[config.mk]
export PLATFORM = sky130hd
export DESIGN_NAME = rmf_smooth
export DESIGN_NICKNAME = d
export VERILOG_FILES = /design/src/rtl/core/rmf_pkg.sv /design/src/rtl/core/rmf_smooth.sv
export SDC_FILE = /design/constraint.sdc
export NUM_CORES = 2
export LEC_CHECK = 0
export BUFFER_PORTS_ARGS = -buffer_cell sky130_fd_sc_hd__buf_2
export CORE_MARGIN = 2
export CORE_UTILIZATION = 40
export CTS_CLUSTER_SIZE = 16
export DETAILED_ROUTE_END_ITERATION = 12
export SYNTH_ARGS = -nofsm -noshare
export SYNTH_HDL_FRONTEND = slang
export SYNTH_SLANG_ARGS = --single-unit
export TNS_END_PERCENT = 100
[constraint.sdc]
create_clock -name clk -period 27.1 [get_ports clk]
set_clock_uncertainty 0.15 [all_clocks]
set_input_delay 1.355 -clock clk [delete_from_list [all_inputs] [get_ports clk]]
set_output_delay 1.355 -clock clk [all_outputs]
set_load 0.05 [all_outputs]
[src/rtl/core/rmf_pkg.sv]
// Package for the recursive median filter.
// Holds register codes, fixed field widths, the sequencer state type and
// the command struct sent to the sorted cell chain. No dependencies.
package rmf_pkg;

  // Fixed widths of the configuration registers and the APB-style port.
  localparam int WLEN_W  = 6;
  localparam int ALPHA_W = 19;
  localparam int ADDR_W  = 3;
  localparam int DATA_W  = 32;

  // Q16 fixed-point constants.
  localparam int ONE_Q16  = 65536;
  localparam int HALF_Q16 = 32768;

  // Reset values of the configuration registers.
  localparam logic [WLEN_W-1:0]  WLEN_RESET  = WLEN_W'(1);
  localparam logic [ALPHA_W-1:0] ALPHA_RESET = ALPHA_W'(ONE_Q16);

  // Register index codes, taken from the word address.
  localparam logic REG_WLEN  = 1'b0;
  localparam logic REG_ALPHA = 1'b1;

  // Sequencer states.
  typedef enum logic [1:0] {
    S_IDLE,
    S_DEL,
    S_MUL,
    S_OUT
  } rmf_state_t;

  // Command to every cell of the sorted chain.
  typedef struct packed {
    logic clr;
    logic ins;
    logic del;
  } rmf_cmd_t;

endpackage

[src/rtl/core/rmf_smooth.sv]
// Exponential smoothing stage: alpha*median + (1-alpha)*last, rounded and
// saturated. Depends on rmf_pkg for the alpha width and Q16 constants.
module rmf_smooth #(
  parameter int SW = 32
) (
  input  logic                              clk,
  input  logic                              load,
  input  logic signed [SW-1:0]              med,
  input  logic signed [SW-1:0]              last,
  input  logic signed [rmf_pkg::ALPHA_W-1:0] alpha,
  output logic signed [SW-1:0]              result
);

  localparam int AW  = rmf_pkg::ALPHA_W;
  localparam int P1W = SW + AW;
  localparam int P2W = SW + AW + 1;
  localparam int ACW = SW + AW + 2;
  localparam int RW  = ACW - 16;

  logic signed [AW:0]      beta;
  logic signed [P1W-1:0]   p1_r, p1_nxt;
  logic signed [P2W-1:0]   p2_r, p2_nxt;
  logic signed [ACW-1:0]   acc;
  logic signed [RW-1:0]    rnd;
  logic                    ovf;

  // Weight of the previous result, one minus alpha in Q4.16.
  assign beta   = (AW+1)'(rmf_pkg::ONE_Q16) - {alpha[AW-1], alpha};
  assign p1_nxt = alpha * med;
  assign p2_nxt = beta * last;

  // Product registers.
  always_ff @(posedge clk) begin
    if (load) begin
      p1_r <= p1_nxt;
      p2_r <= p2_nxt;
    end
  end

  // Sum, round half up, drop the fraction bits.
  assign acc = ACW'(p1_r) + ACW'(p2_r) + ACW'(rmf_pkg::HALF_Q16);
  assign rnd = acc[ACW-1:16];

  // Saturate when the upper bits are not all copies of the sign.
  assign ovf = (rnd[RW-1:SW-1] != {(RW-SW+1){rnd[RW-1]}});

  always_comb begin
    if (!ovf) begin
      result = rnd[SW-1:0];
    end else if (rnd[RW-1]) begin
      result = {1'b1, {(SW-1){1'b0}}};
    end else begin
      result = {1'b0, {(SW-1){1'b1}}};
    end
  end

endmodule

==> metrics.md <==
| Metric | Value |
|---|---|
| Status | completed |
| Sinks on Clock Net | 103 |
| Total CTS buffers | 9 |
| Commonest non-fill, non-tap cell in the layout | inv_1 |
| Slew Viols, Final | 0 |
| Tightest Hold Check Type | input port to flop |
| H-tree depth | 3 |
| Average size of a mapped cell | between 9 and 10 µm² |
| Buf/Inv on CP | 6 |
| First-pass GRT wire length | roughly 210000 µm |
| Gr usage total | 0.208 |
| CTS tree | yes |
| Via count | about 35000 |
| Highest clock rate | around 92 MHz |
| Simple-gate share of the synthesized area | 0.141 |
| Mapped Area | slightly below 50000 µm² |
| Final Hold Vio Count | 0 |
| Initial antenna violation count | 10 |
| Vias in the first global route | just under 40000 |
| Worst EP required | 27.08 ns |
| Starting Density | 0.402 |
| WHS Endpoint | p1_r[5]$_DFFE_PP_ |
| Hold Path Stages | 1 |
| RSZ-0062 raised after global routing | false |
| Slew @ Worst Pin | 1.01 ns |
| Sequential share of the synthesized area | 0.0624 |
| Wire per inst | roughly 18 µm |
| Setup TNS | 0 ns |
| Hold_sp | load |
| Worst path max stage delay | just over 0.6 ns |
| Routed vias/inst | 5.09 |
| Met3 Use GR | 0.0331 |
| Height of the die | ~360 µm |
| CP top delay family | adder cells |
| Core Area | about 120000 µm² |
| Fin crit period | 10.83 ns |
| Fraction of layout cells with a size suffix above 1 | 0.0407 |
| Most used cell along the critical path | fa_1 |
| Number of port buffers | 116 |
| Full die area | roughly 130000 µm² |
| #FFs+latches synth | slightly above 100 |
| Congestion Overflow GR | 0 |
| Largest family of logic cells by synthesized area | adder cells |
| Largest net degree at the start of global routing | 66 |
| Crit Path Max Fanout | 34 |
| Root buffer cell | clkbuf_16 |
| Slowest cell on crit path | o41ai_1 |
| Post-route clock period utilization | 0.400 |
| Post-synth ARST share | 0 |
| Critical Path AT | 10.81 ns |
| Max-Slew Margin vs Limit | 0.328 |
| DPL Wire Length | between 100000 and 150000 µm |
| Routing usage on met2 | 0.364 |
| # hold bufs at CTS | 0 |
| Syn Inst Count | ~5400 |
| Post-CTS Setup Bufs | 0 |
| Routability cong. | between 0.8 and 0.9 |
| Synthesis Warnings | 0 |
| Worst-path clk slew | approximately 0.080 ns |
| Top FF cell, synth | edfxtp_1 |
| Io pins | roughly 120 |
| Row cnt | around 130 |
| Compound-Gate Fraction of Synth Area | 0.0585 |
| Post-CTS sizing | 0 |
| Met1 usage | 0.266 |
| Post-synth EDFFs | 103 |
| Crit end category | flop |
| Clk buf depth | 2 |
| Synth Area in Adders | 0.589 |
| Busiest grt layer | met2 |
| Drt drc | 0 |
| Max-cap viol count | 0 |
| Proportion of synthesized area in mux cells | 0.000227 |
| Crit start category | input port |
| Iter 0 DRT Violations | 2007 |
| Kind of critical path | input port to flop |
| Yosys cell types | 73 |
| Net count after synthesis | a little over 7000 |
| Die X | ~360 µm |
| Most frequent cells in the layout | inv_1 (1292), fa_1 (1226), nand2_1 (852) |
| DRT Pass-1 Iters | 8 |
| NumNets Final | roughly 6900 |
| Routed Antenna Nets | 0 |
| Final setup vio count | 0 |
| XOR/XNOR Fraction of Synth Area | 0.0285 |
| Drt total wl | 126000 µm |
| Synth-to-Final Area Change | 4.50% |
[cell usage after synthesis (all sizes together) (25+ instances only)]
| cell | n | area, µm² |
|---|---|---|
| nand3 | 25 | 125 |
| xnor2 | 114 | 998 |
| clkbuf | 264 | 991 |
| inv | 1292 | 4850 |
| nor2 | 94 | 353 |
| and2 | 400 | 2500 |
| fa | 1226 | 24500 |
| edfxtp | 103 | 3090 |
| o21ai | 64 | 332 |
| a21oi | 132 | 687 |
| xor2 | 47 | 412 |
| nand2b | 37 | 231 |
| ha | 372 | 4650 |
| nand2 | 852 | 3200 |
| a21o | 112 | 841 |
[stage by stage]
step	utilization	hold WS (ns)	setup slack, ns	area (µm²)	instances
after floorplan	-	1.32	17.51	49500	5367
after global placement	0.417	1.73	16.23	51500	6876
after detailed placement	0.417	1.73	16.08	51500	6876
after CTS	0.420	1.34	16.46	51800	6892
after global routing	0.420	1.35	15.97	51800	6893
final	0.420	1.33	16.27	51800	6894
[layer usage]
| layer | up-vias | wire length (µm) |
|---|---|---|
| li1 | 15500 | - |
| met1 | 18400 | 51000 |
| met2 | 886 | 63800 |
| met3 | 227 | 7480 |
| met4 | 10 | 3890 |
| met5 | - | 69 |
[area by class of cell]
| type | instances | area [µm²] |
|---|---|---|
| fillers | 12200 | 71500 |
| multi-input cells | 3693 | 40600 |
| inverters | 1292 | 4850 |
| flip-flops and latches | 103 | 3090 |
| well taps | 1637 | 2050 |
| repair buffers | 151 | 846 |
| clock buffers | 9 | 225 |
| clock inverters | 7 | 62.6 |
| diodes | 2 | 5.00 |
[how the worst max path moves through the flow]
stage	cells past startpoint	slack, ns	start	to
6_report	31	16.27	alpha[5]	p2_r[49]$_DFFE_PP_
5_1_grt	31	15.97	alpha[5]	p2_r[49]$_DFFE_PP_
4_1_cts	31	16.46	alpha[3]	p2_r[49]$_DFFE_PP_
3_5_place_dp	31	16.08	alpha[3]	p2_r[49]$_DFFE_PP_
3_3_place_gp	31	16.23	alpha[9]	p2_r[49]$_DFFE_PP_
2_1_floorplan	30	17.51	alpha[9]	p2_r[44]$_DFFE_PP_
[registers in the layout, indices dropped and copies added, names as in the netlist]
| name | cells |
|---|---|
| p2_r | 52 |
| p1_r | 51 |
[logic make-up after synthesis]
kind of cell | after synthesis
DFF | 103
adders and majority gates | 1598
xor gates and xnor gates | 161
AOI/OAI and AO/OA | 434
muxes | 1
and+or+nand+nor | 1499
buffers and inverters | 1571
Power is not shown: default switching activity piles up to over one toggle a cycle in this logic, so the estimate is an artifact.
